## src/hw/rtl/assert_macros.svh

```systemverilog
// Assertion macros shared by the framer RTL.
// Each macro expands to one labeled concurrent assertion on the block clock.
`ifndef ASSERT_MACROS_SVH
`define ASSERT_MACROS_SVH

// Implication checked on every clock edge outside reset.
`define DPSF_ASSERT(label, clk, rst, prop, msg) \
   label: assert property (@(posedge clk) disable iff (rst) (prop)) else $error(msg);

// Condition that must never be true outside reset.
`define DPSF_NEVER(label, clk, rst, cond, msg) \
   label: assert property (@(posedge clk) disable iff (rst) !(cond)) else $error(msg);

`endif

```

## src/hw/rtl/dpsf_pkg.sv

```systemverilog
// Types, opcode constants and the payload length table of the packet framer.
// No dependencies; imported by dpsf_core and dma_packet_stream_framer.
`timescale 1ns / 1ps
`default_nettype none

package dpsf_pkg;

   localparam int unsigned WORD_W = 32;
   localparam int unsigned OP_W   = 8;
   localparam int unsigned ID_W   = 4;
   localparam int unsigned LEN_W  = 4;
   localparam int unsigned TDATA_W = 184;

   // opcodes
   localparam logic [OP_W-1:0] OP_NOP         = 8'd0;
   localparam logic [OP_W-1:0] OP_COPY        = 8'd1;
   localparam logic [OP_W-1:0] OP_WRITE       = 8'd2;
   localparam logic [OP_W-1:0] OP_INDIRECT    = 8'd4;
   localparam logic [OP_W-1:0] OP_SEMAPHORE   = 8'd5;
   localparam logic [OP_W-1:0] OP_FENCE       = 8'd6;
   localparam logic [OP_W-1:0] OP_TRAP        = 8'd7;
   localparam logic [OP_W-1:0] OP_POLL_REGMEM = 8'd8;
   localparam logic [OP_W-1:0] OP_POLL_REG    = 8'd9;
   localparam logic [OP_W-1:0] OP_COND_EXE    = 8'd10;
   localparam logic [OP_W-1:0] OP_ATOMIC      = 8'd11;
   localparam logic [OP_W-1:0] OP_CONST_FILL  = 8'd12;
   localparam logic [OP_W-1:0] OP_TIMESTAMP   = 8'd13;
   localparam logic [OP_W-1:0] OP_SRBM_WRITE  = 8'd14;
   localparam logic [OP_W-1:0] OP_PRE_EXE     = 8'd15;

   // sub-opcodes
   localparam logic [OP_W-1:0] SUB_COPY_LINEAR = 8'd0;
   localparam logic [OP_W-1:0] SUB_COPY_TILED  = 8'd1;
   localparam logic [OP_W-1:0] SUB_COPY_L2T    = 8'd3;
   localparam logic [OP_W-1:0] SUB_COPY_T2T    = 8'd4;
   localparam logic [OP_W-1:0] SUB_COPY_SOA    = 8'd5;
   localparam logic [OP_W-1:0] SUB_COPY_DIRTY  = 8'd6;
   localparam logic [OP_W-1:0] SUB_WRITE_LINEAR = 8'd0;
   localparam logic [OP_W-1:0] SUB_WRITE_TILED  = 8'd1;
   localparam logic [OP_W-1:0] SUB_TIMESTAMP_MAX = 8'd2;

   // header bit that extends a linear copy by two words
   localparam int unsigned COPY_EXT_BIT = 27;
   localparam int unsigned ID_LSB       = 16;

   // linear write: payload position of the count word, and largest count that does not wrap
   localparam logic [WORD_W-1:0] WRITE_COUNT_POS = 32'd3;
   localparam logic [WORD_W-1:0] WRITE_COUNT_MAX = 32'hFFFF_FFFC;

   // payload positions of the indirect buffer fields
   localparam logic [WORD_W-1:0] IB_ADDR_LO_POS = 32'd1;
   localparam logic [WORD_W-1:0] IB_ADDR_HI_POS = 32'd2;
   localparam logic [WORD_W-1:0] IB_SIZE_POS    = 32'd3;

   typedef struct packed {
      logic [WORD_W-1:0]   word_out;
      logic                is_header;
      logic [OP_W-1:0]     pkt_opcode;
      logic [OP_W-1:0]     pkt_sub_opcode;
      logic [WORD_W-1:0]   word_position;
      logic                packet_end;
      logic                truncated;
      logic                ib_valid;
      logic [ID_W-1:0]     ib_id;
      logic                ib_hub;
      logic [2*WORD_W-1:0] ib_address;
      logic [WORD_W-1:0]   ib_length;
   } dpsf_result_type;

   // payload words that follow a header; a provisional 3 for the linear write
   function automatic logic [LEN_W-1:0] payload_len(input logic [OP_W-1:0] op,
                                                    input logic [OP_W-1:0] sub,
                                                    input logic ext);
      logic [LEN_W-1:0] len;
      len = '0;
      unique case (op)
         OP_COPY: begin
            unique case (sub)
               SUB_COPY_LINEAR: len = ext ? 4'd8 : 4'd6;
               SUB_COPY_TILED:  len = 4'd11;
               SUB_COPY_L2T:    len = 4'd7;
               SUB_COPY_T2T:    len = 4'd12;
               SUB_COPY_SOA:    len = 4'd13;
               SUB_COPY_DIRTY:  len = 4'd14;
               default:         len = 4'd0;
            endcase
         end
         OP_WRITE: begin
            unique case (sub)
               SUB_WRITE_LINEAR: len = 4'd3;
               SUB_WRITE_TILED:  len = 4'd9;
               default:          len = 4'd0;
            endcase
         end
         OP_INDIRECT:    len = 4'd5;
         OP_SEMAPHORE:   len = 4'd3;
         OP_FENCE:       len = 4'd1;
         OP_TRAP:        len = 4'd2;
         OP_POLL_REGMEM: len = (sub != '0) ? 4'd3 : 4'd5;
         OP_POLL_REG:    len = 4'd4;
         OP_COND_EXE:    len = 4'd7;
         OP_ATOMIC:      len = 4'd4;
         OP_CONST_FILL:  len = 4'd9;
         OP_TIMESTAMP:   len = (sub <= SUB_TIMESTAMP_MAX) ? 4'd2 : 4'd0;
         OP_SRBM_WRITE:  len = 4'd2;
         OP_PRE_EXE:     len = 4'd1;
         default:        len = 4'd0;
      endcase
      return len;
   endfunction

endpackage

`default_nettype wire

```

## src/hw/rtl/dpsf_core.sv

```systemverilog
// Framing state and per-word tagging logic of the packet framer.
// Depends on dpsf_pkg and assert_macros.svh.
`timescale 1ns / 1ps
`default_nettype none
`include "assert_macros.svh"

module dpsf_core (
   input  wire logic                      clock,
   input  wire logic                      reset,
   input  wire logic                      csr_wr_en,
   input  wire logic                      csr_wr_data,
   input  wire logic                      step,
   input  wire logic [31:0]               word,
   input  wire logic                      last,
   output dpsf_pkg::dpsf_result_type      res
);
   import dpsf_pkg::*;

   logic                hub_mode_ff, hub_mode_in;
   logic                active_ff, active_in;
   logic                len_pending_ff, len_pending_in;
   logic [WORD_W-1:0]   words_left_ff, words_left_in;
   logic [OP_W-1:0]     opcode_ff, opcode_in;
   logic [OP_W-1:0]     sub_opcode_ff, sub_opcode_in;
   logic [WORD_W-1:0]   position_ff, position_in;
   logic [WORD_W-1:0]   addr_lo_ff, addr_lo_in;
   logic [WORD_W-1:0]   addr_hi_ff, addr_hi_in;
   logic [WORD_W-1:0]   size_ff, size_in;
   logic [ID_W-1:0]     id_ff, id_in;

   logic                header;
   logic                pending;
   logic [WORD_W-1:0]   remaining;
   logic                pkt_end;

   assign hub_mode_in = csr_wr_en ? csr_wr_data : hub_mode_ff;

   always_comb begin
      header        = !active_ff;
      opcode_in     = opcode_ff;
      sub_opcode_in = sub_opcode_ff;
      position_in   = position_ff;
      pending       = len_pending_ff;
      addr_lo_in    = addr_lo_ff;
      addr_hi_in    = addr_hi_ff;
      size_in       = size_ff;
      id_in         = id_ff;
      remaining     = '0;
      if (header) begin
         opcode_in     = word[OP_W-1:0];
         sub_opcode_in = word[2*OP_W-1:OP_W];
         position_in   = '0;
         remaining     = WORD_W'(payload_len(word[OP_W-1:0], word[2*OP_W-1:OP_W],
                                             word[COPY_EXT_BIT]));
         pending       = (word[OP_W-1:0] == OP_WRITE) &&
                         (word[2*OP_W-1:OP_W] == SUB_WRITE_LINEAR);
         if (word[OP_W-1:0] == OP_INDIRECT) begin
            id_in = word[ID_LSB +: ID_W];
         end
      end else begin
         // saturate the position at all ones
         if (position_ff != '1) begin
            position_in = position_ff + WORD_W'(1);
         end
         remaining = words_left_ff - WORD_W'(1);
         // the count word fixes the linear write length; a wrapped length ends here
         if (len_pending_ff && (position_in == WRITE_COUNT_POS)) begin
            remaining = (word > WRITE_COUNT_MAX) ? '0 : word;
            pending   = 1'b0;
         end
         if (opcode_ff == OP_INDIRECT) begin
            if (position_in == IB_ADDR_LO_POS) addr_lo_in = word;
            if (position_in == IB_ADDR_HI_POS) addr_hi_in = word;
            if (position_in == IB_SIZE_POS)    size_in    = word;
         end
      end
      pkt_end = (remaining == '0);
   end

   always_comb begin
      if (pkt_end || last) begin
         active_in      = 1'b0;
         len_pending_in = 1'b0;
         words_left_in  = '0;
      end else begin
         active_in      = 1'b1;
         len_pending_in = pending;
         words_left_in  = remaining;
      end
   end

   always_comb begin
      res                = '0;
      res.word_out       = word;
      res.is_header      = header;
      res.pkt_opcode     = opcode_in;
      res.pkt_sub_opcode = sub_opcode_in;
      res.word_position  = position_in;
      res.packet_end     = pkt_end;
      res.truncated      = !pkt_end && last;
      if (pkt_end && (opcode_in == OP_INDIRECT)) begin
         res.ib_valid   = 1'b1;
         res.ib_id      = id_in;
         res.ib_hub     = hub_mode_ff;
         res.ib_address = {addr_hi_in, addr_lo_in};
         res.ib_length  = size_in;
      end
   end

   always_ff @(posedge clock) begin
      if (reset) begin
         hub_mode_ff    <= 1'b0;
         active_ff      <= 1'b0;
         len_pending_ff <= 1'b0;
         words_left_ff  <= '0;
         opcode_ff      <= '0;
         sub_opcode_ff  <= '0;
         position_ff    <= '0;
      end else begin
         hub_mode_ff <= hub_mode_in;
         if (step) begin
            active_ff      <= active_in;
            len_pending_ff <= len_pending_in;
            words_left_ff  <= words_left_in;
            opcode_ff      <= opcode_in;
            sub_opcode_ff  <= sub_opcode_in;
            position_ff    <= position_in;
         end
      end
   end

   always_ff @(posedge clock) begin
      if (step) begin
         addr_lo_ff <= addr_lo_in;
         addr_hi_ff <= addr_hi_in;
         size_ff    <= size_in;
         id_ff      <= id_in;
      end
   end

   `DPSF_ASSERT(a_ib_on_indirect_end, clock, reset,
      (step && res.ib_valid) |-> (res.packet_end && res.pkt_opcode == OP_INDIRECT),
      "indirect report outside the end of an indirect packet")
   `DPSF_ASSERT(a_header_at_zero, clock, reset,
      (step && !active_ff) |-> (res.is_header && res.word_position == '0),
      "header word not at position zero")
   `DPSF_ASSERT(a_close_expects_header, clock, reset,
      (step && (res.packet_end || res.truncated)) |=> (!active_ff && !len_pending_ff),
      "packet still open after end or truncation")
   `DPSF_ASSERT(a_open_continues, clock, reset,
      (step && !res.packet_end && !last) |=> (active_ff && words_left_ff != '0),
      "packet closed without an end word")
   `DPSF_NEVER(a_end_and_trunc, clock, reset,
      step && res.packet_end && res.truncated,
      "word flagged both packet end and truncated")

endmodule

`default_nettype wire

```

## src/hw/rtl/dma_packet_stream_framer.sv

```systemverilog
// Path: a word accepted from req goes into the input register, then into the result register,
// which drives rsp_tvalid; the move waits while the result register is full and not taken.
// Throughput: one word per cycle while rsp_tready stays high; the framing state updates
// as a word moves from the input register to the result register.
// Reset: synchronous, active high; clears both valid flags, the packet state
// (next word is a header) and hub_mode. No clearing pass.
`timescale 1ns / 1ps
`default_nettype none

module dma_packet_stream_framer (
   input  wire logic         clock,
   input  wire logic         reset,
   input  wire logic         csr_wr_en,
   input  wire logic         csr_wr_data,    // hub_mode
   input  wire logic         req_tvalid,
   output logic              req_tready,
   input  wire logic [31:0]  req_tdata,      // [31:0] data_word
   input  wire logic         req_tlast,      // stream_last
   output logic              rsp_tvalid,
   input  wire logic         rsp_tready,
   // [31:0] word_out, [39:32] pkt_opcode, [47:40] pkt_sub_opcode,
   // [79:48] word_position, [80] truncated, [81] ib_valid, [85:82] ib_id,
   // [86] ib_hub, [150:87] ib_address, [182:151] ib_length, [183] zero
   output logic [dpsf_pkg::TDATA_W-1:0] rsp_tdata,
   output logic [0:0]        rsp_tuser,      // [0] is_header
   output logic              rsp_tlast       // packet_end
);
   import dpsf_pkg::*;

   logic                in_valid_ff, in_valid_in;
   logic [WORD_W-1:0]   in_word_ff;
   logic                in_last_ff;
   logic                out_valid_ff, out_valid_in;
   dpsf_result_type     out_res_ff;
   dpsf_result_type     core_res;
   logic                advance;

   // move the held word into the result register when that register frees up
   assign advance     = in_valid_ff && (!out_valid_ff || rsp_tready);
   assign req_tready  = !in_valid_ff || advance;
   assign in_valid_in = (req_tvalid && req_tready) || (in_valid_ff && !advance);
   assign out_valid_in = advance || (out_valid_ff && !rsp_tready);

   dpsf_core u_core (
      .clock       (clock),
      .reset       (reset),
      .csr_wr_en   (csr_wr_en),
      .csr_wr_data (csr_wr_data),
      .step        (advance),
      .word        (in_word_ff),
      .last        (in_last_ff),
      .res         (core_res)
   );

   always_ff @(posedge clock) begin
      if (reset) begin
         in_valid_ff  <= 1'b0;
         out_valid_ff <= 1'b0;
      end else begin
         in_valid_ff  <= in_valid_in;
         out_valid_ff <= out_valid_in;
      end
   end

   always_ff @(posedge clock) begin
      if (req_tvalid && req_tready) begin
         in_word_ff <= req_tdata;
         in_last_ff <= req_tlast;
      end
      if (advance) begin
         out_res_ff <= core_res;
      end
   end

   assign rsp_tvalid = out_valid_ff;
   assign rsp_tuser  = out_res_ff.is_header;
   assign rsp_tlast  = out_res_ff.packet_end;
   assign rsp_tdata  = {1'b0, out_res_ff.ib_length, out_res_ff.ib_address,
                        out_res_ff.ib_hub, out_res_ff.ib_id, out_res_ff.ib_valid,
                        out_res_ff.truncated, out_res_ff.word_position,
                        out_res_ff.pkt_sub_opcode, out_res_ff.pkt_opcode,
                        out_res_ff.word_out};

endmodule

`default_nettype wire

```

## config.mk

```make
export PLATFORM = sky130hd
export DESIGN_NAME = dma_packet_stream_framer
export DESIGN_NICKNAME = d
export VERILOG_FILES = /design/src/hw/rtl/dpsf_pkg.sv /design/src/hw/rtl/dpsf_core.sv /design/src/hw/rtl/dma_packet_stream_framer.sv
export VERILOG_INCLUDE_DIRS = /design/src /design/src/hw/rtl
export SDC_FILE = /design/constraint.sdc
export NUM_CORES = 1
export LEC_CHECK = 0
export BUFFER_PORTS_ARGS = -buffer_cell sky130_fd_sc_hd__buf_4
export CAP_MARGIN = 10
export CORE_MARGIN = 2
export CORE_UTILIZATION = 35
export DETAILED_ROUTE_END_ITERATION = 10
export SLEW_MARGIN = 15
export SYNTH_ARGS = -nofsm -noshare
export SYNTH_HDL_FRONTEND = slang
export SYNTH_SLANG_ARGS = --single-unit
```

## constraint.sdc

```tcl
create_clock -name clock -period 34.1 [get_ports clock]
set_input_delay 5.115 -clock clock [delete_from_list [all_inputs] [get_ports clock]]
set_output_delay 5.115 -clock clock [all_outputs]
set_load 0.01 [all_outputs]
```

==> impl_metrics.py, run 1 <==
metrics = {
    "timing": {
        "finalWorstPathRequiredPeriod_ns": 10.77,
        "period_utilization_pct": 31.6,
        "finClkSkew_ns": 0.0201,
        "layout_setup_ws_ns": 23.33,
        "timing_max_transition_violations_final": 0,
        "timing.final.hold_violations": 0,
        "totalNegativeSetupSlack_ns": 0,
        "grt_setup_unrepaired": "no",
        "max_clock_freq_ghz": 0.0929,
        "whs_ns": 0.453,
        "maxSlewHeadroom_pct": 25.0,
        "max_slew.worst_pin.slew_ns": 1.12,
        "final_setup_fails": 0,
    },
    "worst_setup_path": {
        "crit_required_ns": 28.98,
        "worstReg2RegEnd": "rsp_tdata[115]",
        "worstSetupPathType": "in -> out",
        "critical_path_peak_fanout": 4,
        "worstReg2RegStart": "u_core.position_ff[0]",
        "start_kind": "primary input",
        "crit_arrival_ns": 5.65,
        "r2r_setup_slack_ns": 27.48,
        "rr_worst_depth": 15,
        "cp-end-kind": "primary output",
    },
    "floorplan": {
        "floorplan.io_pins": 227,
        "core_region_area_um2": 51200,
        "floorplan.die.height_um": 231,
        "initial_utilization_pct": 35.4,
        "die_width_um": 231,
        "die-area_um2": 53600,
        "floorplan_row_count": 83,
    },
    "clock_network": {
        "cts_max_path_buffers": 3,
        "tritoncts_clock_tree": "yes",
        "cts_made_buffers": 45,
        "clockRootBuffer": "sky130_fd_sc_hd__clkbuf_16",
        "post_cts_hold_buffer_count": 0,
        "cts_sinks": 403,
        "htree_levels": 2,
        "cts.repair_timing.setup_buffer_count": 0,
        "postCtsResizedCells": 0,
        "clock_insertion_delay_worst_skew_ns": 0.58,
        "cts.reportedPaths.clkPinSlew_ns": 0.06,
    },
    "layout": {
        "finish.utilization_pct": 42.6,
        "fillers": 4742,
        "area_delta_synth_final_pct": 20.4,
        "final_design_area_excluding_fillers_um2": 21800,
        "final-instance-count-excl-fill": 2413,
        "multi_input_area_um2": 6250,
        "post_layout_nets": 1737,
        "seqCellArea_um2": 11300,
        "drive_above_1_share_pct": 25.4,
    },
    "yosys": {
        "synth.largest_area_cell": "sky130_fd_sc_hd__edfxtp_1",
        "top_count_cell_post_synth": "sky130_fd_sc_hd__edfxtp_1",
        "synth_seq_area_share_pct": 62.1,
        "yosysWarnings": 0,
        "synth_edf_count": 318,
        "synth_commonest_cells": "sky130_fd_sc_hd__edfxtp_1 (318), sky130_fd_sc_hd__nand2_1 (153), sky130_fd_sc_hd__mux2_2 (107), sky130_fd_sc_hd__nor2b_1 (102), sky130_fd_sc_hd__nor2_1 (96)",
        "post_synth.cell_area_avg_um2": 11.9,
        "async_reset_ff_share_pct": 0,
        "synth_top_flop_cell": "sky130_fd_sc_hd__edfxtp_1",
        "postSynthCellCount": 1519,
        "number_of_unique_standard_cell_types_used_by_synthesis": 76,
        "synth_fp_nets": 1560,
        "netlist.area_leader.share_pct": 52.7,
        "top_cells_by_area_in_the_synthesized_netlist": "sky130_fd_sc_hd__edfxtp_1 (53%), sky130_fd_sc_hd__dfxtp_1 (9.4%), sky130_fd_sc_hd__mux2_2 (6.7%)",
        "mappedNetlistArea_um2": 18100,
        "yosys_register_bits": 403,
    },
    "pwr": {
        "peakVddDrop_mv": 0.0315,
        "p_per_area_nw_per_um2": 51.4,
        "total_leakage_power_nw": 7.53,
        "power_mw": 1.12,
    },
    "placement": {
        "dpl-instance-area_um2": 20300,
        "place_inst": 2329,
        "half_perimeter_wire_length_after_detailed_placement_um": 31800,
        "port-buffer-count": 225,
        "gp_congestion": 0.879,
        "place_ws_ns": 23.33,
    },
    "job": {
        "max_cap_viol_count": 0,
    },
    "drt": {
        "routed_wire_length_per_instance_um": 20.5,
        "detail-route-antenna-nets": 0,
        "drc_errors": 0,
        "via_count": 12757,
        "routed_wl_um": 49600,
        "first_iter_violations": 1234,
        "detail_route.vias_per_cell": 5.29,
        "drtPass1Iterations": 5,
    },
    "min_path": {
        "min-delay-path-class": "reg -> reg",
        "worst_hold_startpoint": "u_core.sub_opcode_ff[6]",
        "worst_hold_path.num_cells": 2,
        "worstHoldEndpoint": "u_core.sub_opcode_ff[6]",
    },
    "global_route": {
        "number_of_global_route_vias_before_repair": 12197,
        "grt_antenna_before_repair": 1,
        "grt_max_degree": 138,
        "grt_util_all_layers_pct": 18.2,
        "grt_first_pass_wirelength_um": 74800,
        "globalRouteOverflowTotal": 0,
    },
    "status": {
        "run_status": "completed",
    },
}
area by class of cell:
| cell class | count | share of cell area [%] |
|---|---|---|
| Antenna cell | 1 | 0.0115 |
| Clock buffer | 54 | 5.32 |
| Clock inverter | 29 | 1.63 |
| Inverter | 24 | 0.448 |
| Multi-Input combinational cell | 978 | 28.7 |
| Sequential cell | 403 | 51.6 |
| Tap cell | 680 | 3.90 |
| Timing Repair Buffer | 244 | 8.40 |
layer usage:
metal	vias to the layer above	GRT usage [%]	routed length (µm)
li1	5929	-	-
met1	6307	24.4	21500
met2	443	28.6	23000
met3	76	5.22	3930
met4	2	5.28	1150
met5	-	0	11
worst max-delay path by stage:
stage | start | endpoint | slack (ns) | depth (start not counted)
finish | rsp_tready | req_tready | 23.33 | 4
detailed placement | rsp_tready | req_tready | 23.33 | 4
CTS | rsp_tready | req_tready | 23.33 | 4
floorplan | rsp_tready | u_core.opcode_ff[0] | 19.89 | 6
global route | rsp_tready | req_tready | 23.29 | 4
global placement | rsp_tready | req_tready | 23.30 | 4
logic make-up (layout without fill, tap and decap cells):
logic type	after synthesis	after routing	share of synthesized area, %
adder cells (fa/ha/maj)	2	2	0.138
flip-flops	403	403	62.1
AND/OR/NAND/NOR	588	588	16.8
multiplexers	120	120	7.37
other	1	2	0.0207
AO/OA/AOI/OAI	212	212	7.39
buffers and inverters	138	351	3.45
XOR/XNOR	55	55	2.66
placed cells by master (no fill, tap or decap), drive strengths merged, types with 13 or more instances in the layout:
cell and n:
nand2 153, mux2i 13, a21oi 70, edfxtp 318
dfxtp 85, or3 15, xor2 19, clkbuf 54
buf 244, a31oi 19, and3 20, nand3 52
nand4 35, nor2b 102, xnor2 36, mux2 107
clkinv 16, nor3 43, o21ai 48, nor4 28
nor2 96, inv 26
registers in the layout (all words and copies together) (netlist names), 32 cells and up:
name,count
u_core.position_ff,32
u_core.words_left_ff,32
u_core.addr_hi_ff,32
u_core.size_ff,32
in_word_ff,32
rsp_tdata,183
u_core.addr_lo_ff,32
critical path, cell delays in order:
cell and delay, ns:
sky130_fd_sc_hd__buf_4 0.11, sky130_fd_sc_hd__nor2b_1 0.19, sky130_fd_sc_hd__nand2_1 0.09, sky130_fd_sc_hd__buf_4 0.15
power breakdown:
| group | leakage, nW | switching (mW) | internal, mW |
|---|---|---|---|
| registers | 3.59 | 0.0130 | 0.548 |
| logic | 3.22 | 0.0356 | 0.0231 |
| clock network | 0.720 | 0.204 | 0.298 |
Power figures use the tool's default switching activity.
==> inputs of run 2 (changes only) <==
clock period = 11 ns   (was 34.1 ns; I/O delays follow)
==> run 2 against run 1 <==
  * Critical path depth rose by 11
  * Register-to-register slack got worse by 23 ns
  * Sequential power rose to 3.1 times the previous value
  * Wire length barely moved
  * Final cell count barely moved
==> impl_metrics.py, run 2 (synthesis results as in run 1) <==
metrics = {
    "drt": {
        "routed_wl_um": 49500,
        "detail_route.vias_per_cell": 5.27,
        "drtPass1Iterations": 6,
        "first_iter_violations": 1009,
        "routed_wire_length_per_instance_um": 20.5,
        "drc_errors": 0,
        "via_count": 12712,
        "detail-route-antenna-nets": 0,
    },
    "pwr": {
        "power.internal_mw": 2.69,
        "switching_power_mw": 0.794,
        "total_leakage_power_nw": 7.54,
        "power.sequential.fraction_pct": 50.0,
        "switching_share_pct": 22.8,
        "power_mw": 3.48,
        "peakVddDrop_mv": 0.107,
        "p_per_area_nw_per_um2": 160,
        "clock_group_share_of_total_power_pct": 44.9,
        "share_comb_of_total_power_pct": 5.2,
    },
    "global_route": {
        "grt_first_pass_wirelength_um": 74200,
        "globalRouteOverflowTotal": 0,
        "number_of_global_route_vias_before_repair": 12157,
        "grt_antenna_before_repair": 2,
        "grt_max_degree": 120,
        "grt_util_all_layers_pct": 18.0,
    },
    "layout": {
        "fillers": 4794,
        "post_layout_nets": 1736,
        "area_delta_synth_final_pct": 20.6,
        "drive_above_1_share_pct": 25.5,
        "layout.cells.most_common_list": "sky130_fd_sc_hd__edfxtp_1 (318), sky130_fd_sc_hd__buf_4 (242), sky130_fd_sc_hd__nand2_1 (153), sky130_fd_sc_hd__mux2_2 (107), sky130_fd_sc_hd__nor2b_1 (102)",
        "multi_input_area_um2": 6260,
        "layout.cells.most_common": "sky130_fd_sc_hd__edfxtp_1",
        "finish.utilization_pct": 42.6,
        "diodes": 0,
        "seqCellArea_um2": 11300,
        "max_reg_flops": 183,
    },
    "min_path": {
        "worst_hold_startpoint": "u_core.sub_opcode_ff[7]",
        "worst_hold_path.num_cells": 2,
        "min-delay-path-class": "reg -> reg",
        "worstHoldEndpoint": "u_core.sub_opcode_ff[7]",
    },
    "floorplan": {
        "die-area_um2": 53600,
        "die_width_um": 231,
        "floorplan.io_pins": 227,
        "floorplan_row_count": 83,
        "initial_utilization_pct": 35.4,
        "floorplan.die.height_um": 231,
        "core_region_area_um2": 51200,
    },
    "timing": {
        "timing_max_transition_violations_final": 0,
        "grt_setup_unrepaired": "no",
        "max_slew.worst_pin.slew_ns": 1.16,
        "maxSlewHeadroom_pct": 22.5,
        "totalNegativeSetupSlack_ns": 0,
        "period_utilization_pct": 57.7,
        "finalWorstPathRequiredPeriod_ns": 6.35,
        "timing.final.hold_violations": 0,
        "final_setup_fails": 0,
        "max_clock_freq_ghz": 0.157,
        "finClkSkew_ns": 0.0213,
    },
    "clock_network": {
        "post_cts_hold_buffer_count": 0,
        "cts_max_path_buffers": 3,
        "clock_insertion_delay_worst_skew_ns": 0.60,
        "htree_levels": 2,
        "clockRootBuffer": "sky130_fd_sc_hd__clkbuf_16",
        "cts.repair_timing.setup_buffer_count": 0,
        "tritoncts_clock_tree": "yes",
        "cts_made_buffers": 46,
        "postCtsResizedCells": 0,
        "cts_sinks": 403,
        "cts.reportedPaths.clkPinSlew_ns": 0.06,
    },
    "worst_setup_path": {
        "critPathMostFrequentCell": "sky130_fd_sc_hd__buf_4",
        "timing.critical_path.cells": "ha_1 > and3_1 > and4_1 > a31oi_2 > a311oi_1 > o22ai_1 > or4b_4 > nor4_4 > buf_4 > mux2_2 > o21ai_1 > or4_1 > or3_4 > buf_4 > nor2b_1",
        "cp-end-kind": "register",
        "worstReg2RegStart": "u_core.position_ff[0]",
        "r2r_setup_slack_ns": 4.65,
        "crit_required_ns": 11.31,
        "worstSetupPathType": "reg -> reg",
        "critical_path.max_stage_delay_ns": 0.68,
        "start_kind": "register",
        "rr_worst_depth": 15,
        "crit_family": "simple AND/OR/NAND/NOR gates",
        "crit_arrival_ns": 6.66,
        "cp.buffers_inverters": 2,
        "worstReg2RegEnd": "rsp_tdata[143]",
        "critical_path_peak_fanout": 60,
        "critical_path.slowest_cell": "sky130_fd_sc_hd__buf_4",
    },
    "placement": {
        "half_perimeter_wire_length_after_detailed_placement_um": 32000,
        "port-buffer-count": 225,
        "gp_congestion": 0.884,
    },
    "status": {
        "run_status": "completed",
    },
    "job": {
        "max_cap_viol_count": 0,
    },
}
## run 2: changes by cell type in the layout (fill, tap and decap cells not counted), moves of 2 or more
cell,change
sky130_fd_sc_hd__buf_4,-2
sky130_fd_sc_hd__clkinv_16,+2
sky130_fd_sc_hd__clkinv_2,+4
sky130_fd_sc_hd__clkinv_8,-2
sky130_fd_sc_hd__inv_6,-3
## run 2: per-stage QoR
step                std cells  setup WS (ns)  instance area (µm²)  hold WS (ns)
detailed placement       2327           4.63                20300         0.448
CTS                      2411           4.62                21800         0.455
floorplan                1519          0.252                18100         0.424
finish                   2411           4.65                21800         0.455
global route             2411           4.25                21800         0.473
global placement         2327           4.73                20300         0.438
## run 2: area by class of cell
| class | instances | share of cell area [%] |
|---|---|---|
| Clock buffer | 54 | 5.41 |
| Clock inverter | 30 | 1.70 |
| Inverter | 24 | 0.447 |
| Multi-Input combinational cell | 978 | 28.7 |
| Sequential cell | 403 | 51.5 |
| Tap cell | 680 | 3.90 |
| Timing Repair Buffer | 242 | 8.32 |
## run 2: worst max path at each step
stage / start / end / slack (ns) / cells after the start
2_1_floorplan: rsp_tready / u_core.opcode_ff[0] / 0.25 / 6
6_report: u_core.position_ff[0] / rsp_tdata[143] / 4.65 / 15
5_1_grt: u_core.position_ff[0] / rsp_tdata[143] / 4.25 / 14
4_1_cts: u_core.position_ff[0] / rsp_tdata[143] / 4.62 / 15
3_5_place_dp: u_core.position_ff[0] / rsp_tdata[110] / 4.63 / 15
3_3_place_gp: u_core.position_ff[0] / rsp_tdata[176] / 4.73 / 15
## run 2: worst register-to-register path, stage by stage, from the launching register on
cell                       delay [ns]
sky130_fd_sc_hd__dfxtp_1         0.54
sky130_fd_sc_hd__ha_1            0.27
sky130_fd_sc_hd__and3_1          0.25
sky130_fd_sc_hd__and4_1          0.60
sky130_fd_sc_hd__a31oi_2         0.26
sky130_fd_sc_hd__a311oi_1        0.36
sky130_fd_sc_hd__o22ai_1         0.12
sky130_fd_sc_hd__or4b_4          0.55
sky130_fd_sc_hd__nor4_4          0.26
sky130_fd_sc_hd__buf_4           0.39
sky130_fd_sc_hd__mux2_2          0.40
sky130_fd_sc_hd__o21ai_1         0.30
sky130_fd_sc_hd__or4_1           0.40
sky130_fd_sc_hd__or3_4           0.53
sky130_fd_sc_hd__buf_4           0.71
sky130_fd_sc_hd__nor2b_1         0.15
## run 2: power by group through the flow
stage	combinational (mW)	clock, mW	sequential (mW)
2_1_floorplan	0.0837	0	1.78
6_report	0.180	1.56	1.74
3_3_place_gp	0.180	0	1.77
4_1_cts	0.182	1.60	1.74
5_1_grt	0.196	1.66	1.75
3_5_place_dp	0.182	0	1.77
## run 2: per-layer routing
layer  track usage, %  routed length [µm]
met4             4.76                1100
met1             23.8               21500
met3             5.77                4160
met2             28.5               22800
met5                0                  13
==> inputs of run 3 (changes only) <==
clock period = 6.3 ns   (was 11 ns; I/O delays follow)
==> run 3 against run 2 <==
  * Largest power group unchanged
  * Sequential share of layout area hardly changed
  * Setup slack got worse by 3.8 ns
  * Sequential power grew 75%
  * Critical path type unchanged
  * Largest cell class unchanged
==> impl_metrics.py, run 3 (synthesis results as in run 1) <==
metrics = {
    "global_route": {
        "grt_max_degree": 135,
        "grt_first_pass_wirelength_um": 76900,
        "globalRouteMet1Util_pct": 25.5,
        "globalRouteOverflowTotal": 0,
        "met3_usage_pct": 5.33,
        "grtUsageMet2_pct": 29.9,
        "number_of_global_route_vias_before_repair": 12542,
        "grt_antenna_before_repair": 2,
        "grt_util_all_layers_pct": 18.8,
        "globalRoute.busiestLayer": "met2",
    },
    "clock_network": {
        "tritoncts_clock_tree": "yes",
        "clock_insertion_delay_worst_skew_ns": 0.59,
        "postCtsResizedCells": 0,
        "cts.reportedPaths.clkPinSlew_ns": 0.06,
        "cts_made_buffers": 45,
        "clockRootBuffer": "sky130_fd_sc_hd__clkbuf_16",
        "cts.repair_timing.setup_buffer_count": 0,
        "cts_sinks": 403,
        "cts_max_path_buffers": 3,
        "post_cts_hold_buffer_count": 0,
        "htree_levels": 2,
    },
    "layout": {
        "drive_above_1_share_pct": 26.2,
        "post_layout_nets": 1751,
        "layout.cells.most_common": "sky130_fd_sc_hd__edfxtp_1",
        "max_reg_flops": 183,
        "layout.cells.most_common_list": "sky130_fd_sc_hd__edfxtp_1 (318), sky130_fd_sc_hd__buf_4 (254), sky130_fd_sc_hd__nand2_1 (153), sky130_fd_sc_hd__mux2_2 (107), sky130_fd_sc_hd__nor2b_1 (102)",
        "finish.utilization_pct": 42.6,
        "diodes": 0,
        "area_delta_synth_final_pct": 20.5,
    },
    "worst_setup_path": {
        "cp.buffers_inverters": 2,
        "cp-end-kind": "register",
        "start_kind": "register",
        "critical_path_peak_fanout": 20,
        "crit_arrival_ns": 5.91,
        "worstSetupPathType": "reg -> reg",
        "timing.critical_path.cells": "ha_1 > and3_1 > and4_1 > a31oi_2 > a311oi_1 > o22ai_1 > or4b_4 > nor4_4 > buf_4 > mux2_2 > o21ai_1 > or4_1 > or3_4 > buf_4 > nor2b_1",
        "critical_path.max_stage_delay_ns": 0.58,
        "crit_family": "simple AND/OR/NAND/NOR gates",
        "critical_path.slowest_cell": "sky130_fd_sc_hd__or3_4",
        "crit_path_start": "u_core.position_ff[0]",
        "crit_required_ns": 6.75,
        "worstReg2RegStart": "u_core.position_ff[0]",
        "critPathMostFrequentCell": "sky130_fd_sc_hd__buf_4",
    },
    "floorplan": {
        "die_width_um": 231,
        "die-area_um2": 53600,
        "floorplan.io_pins": 227,
        "floorplan.die.height_um": 231,
        "core_region_area_um2": 51200,
        "initial_utilization_pct": 35.4,
        "floorplan_row_count": 83,
    },
    "drt": {
        "first_iter_violations": 1067,
        "routed_wire_length_per_instance_um": 21.0,
        "drtPass1Iterations": 5,
        "detail_route.vias_per_cell": 5.29,
        "via_count": 12816,
        "drc_errors": 0,
        "detail-route-antenna-nets": 0,
        "routed_wl_um": 51000,
    },
    "job": {
        "max_cap_viol_count": 0,
    },
    "pwr": {
        "total_leakage_power_nw": 7.56,
        "p_per_area_nw_per_um2": 268,
        "peakVddDrop_mv": 0.202,
    },
    "timing": {
        "max_clock_freq_ghz": 0.183,
        "timing_max_transition_violations_final": 0,
        "whs_ns": 0.453,
        "max_slew.worst_pin.slew_ns": 0.953,
        "totalNegativeSetupSlack_ns": 0,
        "finalWorstPathRequiredPeriod_ns": 5.47,
        "period_utilization_pct": 86.8,
        "timing.final.hold_violations": 0,
        "final_setup_fails": 0,
        "grt_setup_unrepaired": "no",
        "finClkSkew_ns": 0.0217,
        "maxSlewHeadroom_pct": 36.5,
    },
    "placement": {
        "gp_congestion": 0.885,
        "port-buffer-count": 225,
        "half_perimeter_wire_length_after_detailed_placement_um": 33300,
    },
    "status": {
        "run_status": "completed",
    },
    "min_path": {
        "worst_hold_startpoint": "u_core.sub_opcode_ff[5]",
        "min-delay-path-class": "reg -> reg",
    },
}
run 3: cell count changes in the layout (fill, tap and decap cells not counted):
cell	change
sky130_fd_sc_hd__buf_12	+4
sky130_fd_sc_hd__buf_4	+12
sky130_fd_sc_hd__bufinv_16	-5
sky130_fd_sc_hd__clkbuf_1	-1
sky130_fd_sc_hd__clkbuf_16	-1
sky130_fd_sc_hd__clkinv_1	-3
sky130_fd_sc_hd__clkinv_2	+4
sky130_fd_sc_hd__clkinv_4	+1
sky130_fd_sc_hd__inv_16	-1
sky130_fd_sc_hd__inv_6	+2
sky130_fd_sc_hd__o41ai_2	+1
sky130_fd_sc_hd__o41ai_4	-1
run 3: worst reg2reg max path, cell delays in order (launching register included):
cell and delay, ns:
sky130_fd_sc_hd__dfxtp_1 0.54, sky130_fd_sc_hd__ha_1 0.26, sky130_fd_sc_hd__and3_1 0.24, sky130_fd_sc_hd__and4_1 0.57, sky130_fd_sc_hd__a31oi_2 0.25, sky130_fd_sc_hd__a311oi_1 0.39, sky130_fd_sc_hd__o22ai_1 0.13, sky130_fd_sc_hd__or4b_4 0.56
sky130_fd_sc_hd__nor4_4 0.42, sky130_fd_sc_hd__buf_4 0.25, sky130_fd_sc_hd__mux2_2 0.16, sky130_fd_sc_hd__o21ai_1 0.09, sky130_fd_sc_hd__or4_1 0.46, sky130_fd_sc_hd__or3_4 0.58, sky130_fd_sc_hd__buf_4 0.28, sky130_fd_sc_hd__nor2b_1 0.13
run 3: final timing paths:
path                                   to  slack [ns]  cells after the start
setup / recovery           rsp_tdata[139]        0.83                     15
hold reg to reg   u_core.sub_opcode_ff[5]        0.45                      2
hold / removal    u_core.sub_opcode_ff[5]        0.45                      2
setup reg to reg           rsp_tdata[139]        0.83                     15
run 3: through the flow:
step	total power, mW	worst slack, ns	cells	area, µm²
after floorplan	3.24	0.708	1519	18100
after global placement	3.42	0.989	2343	20400
after detailed placement	3.42	0.861	2343	20400
after CTS	5.92	0.832	2423	21800
after global routing	6.05	0.465	2423	21800
final	5.84	0.834	2423	21800
run 3: cell type report:
class,count,area [µm²]
tap,680,851
clock buffer,52,1150
sequential,403,11300
multi-input combinational,978,6250
fill,4776,29400
clock inverter,28,235
timing repair buffer,258,1990
inverter,24,97.6
run 3: power breakdown:
group	switching (mW)	internal, mW	total (mW)
clock	1.11	1.37	2.48
sequential	0.0704	2.97	3.04
combinational	0.196	0.129	0.326
run 3: metal layers:
| metal | wire length [µm] | part of all wire [%] |
|---|---|---|
| met1 | 22400 | 44 |
| met2 | 23600 | 46 |
| met3 | 4050 | 8.0 |
| met4 | 863 | 1.7 |
| met5 | 16 | 0.031 |
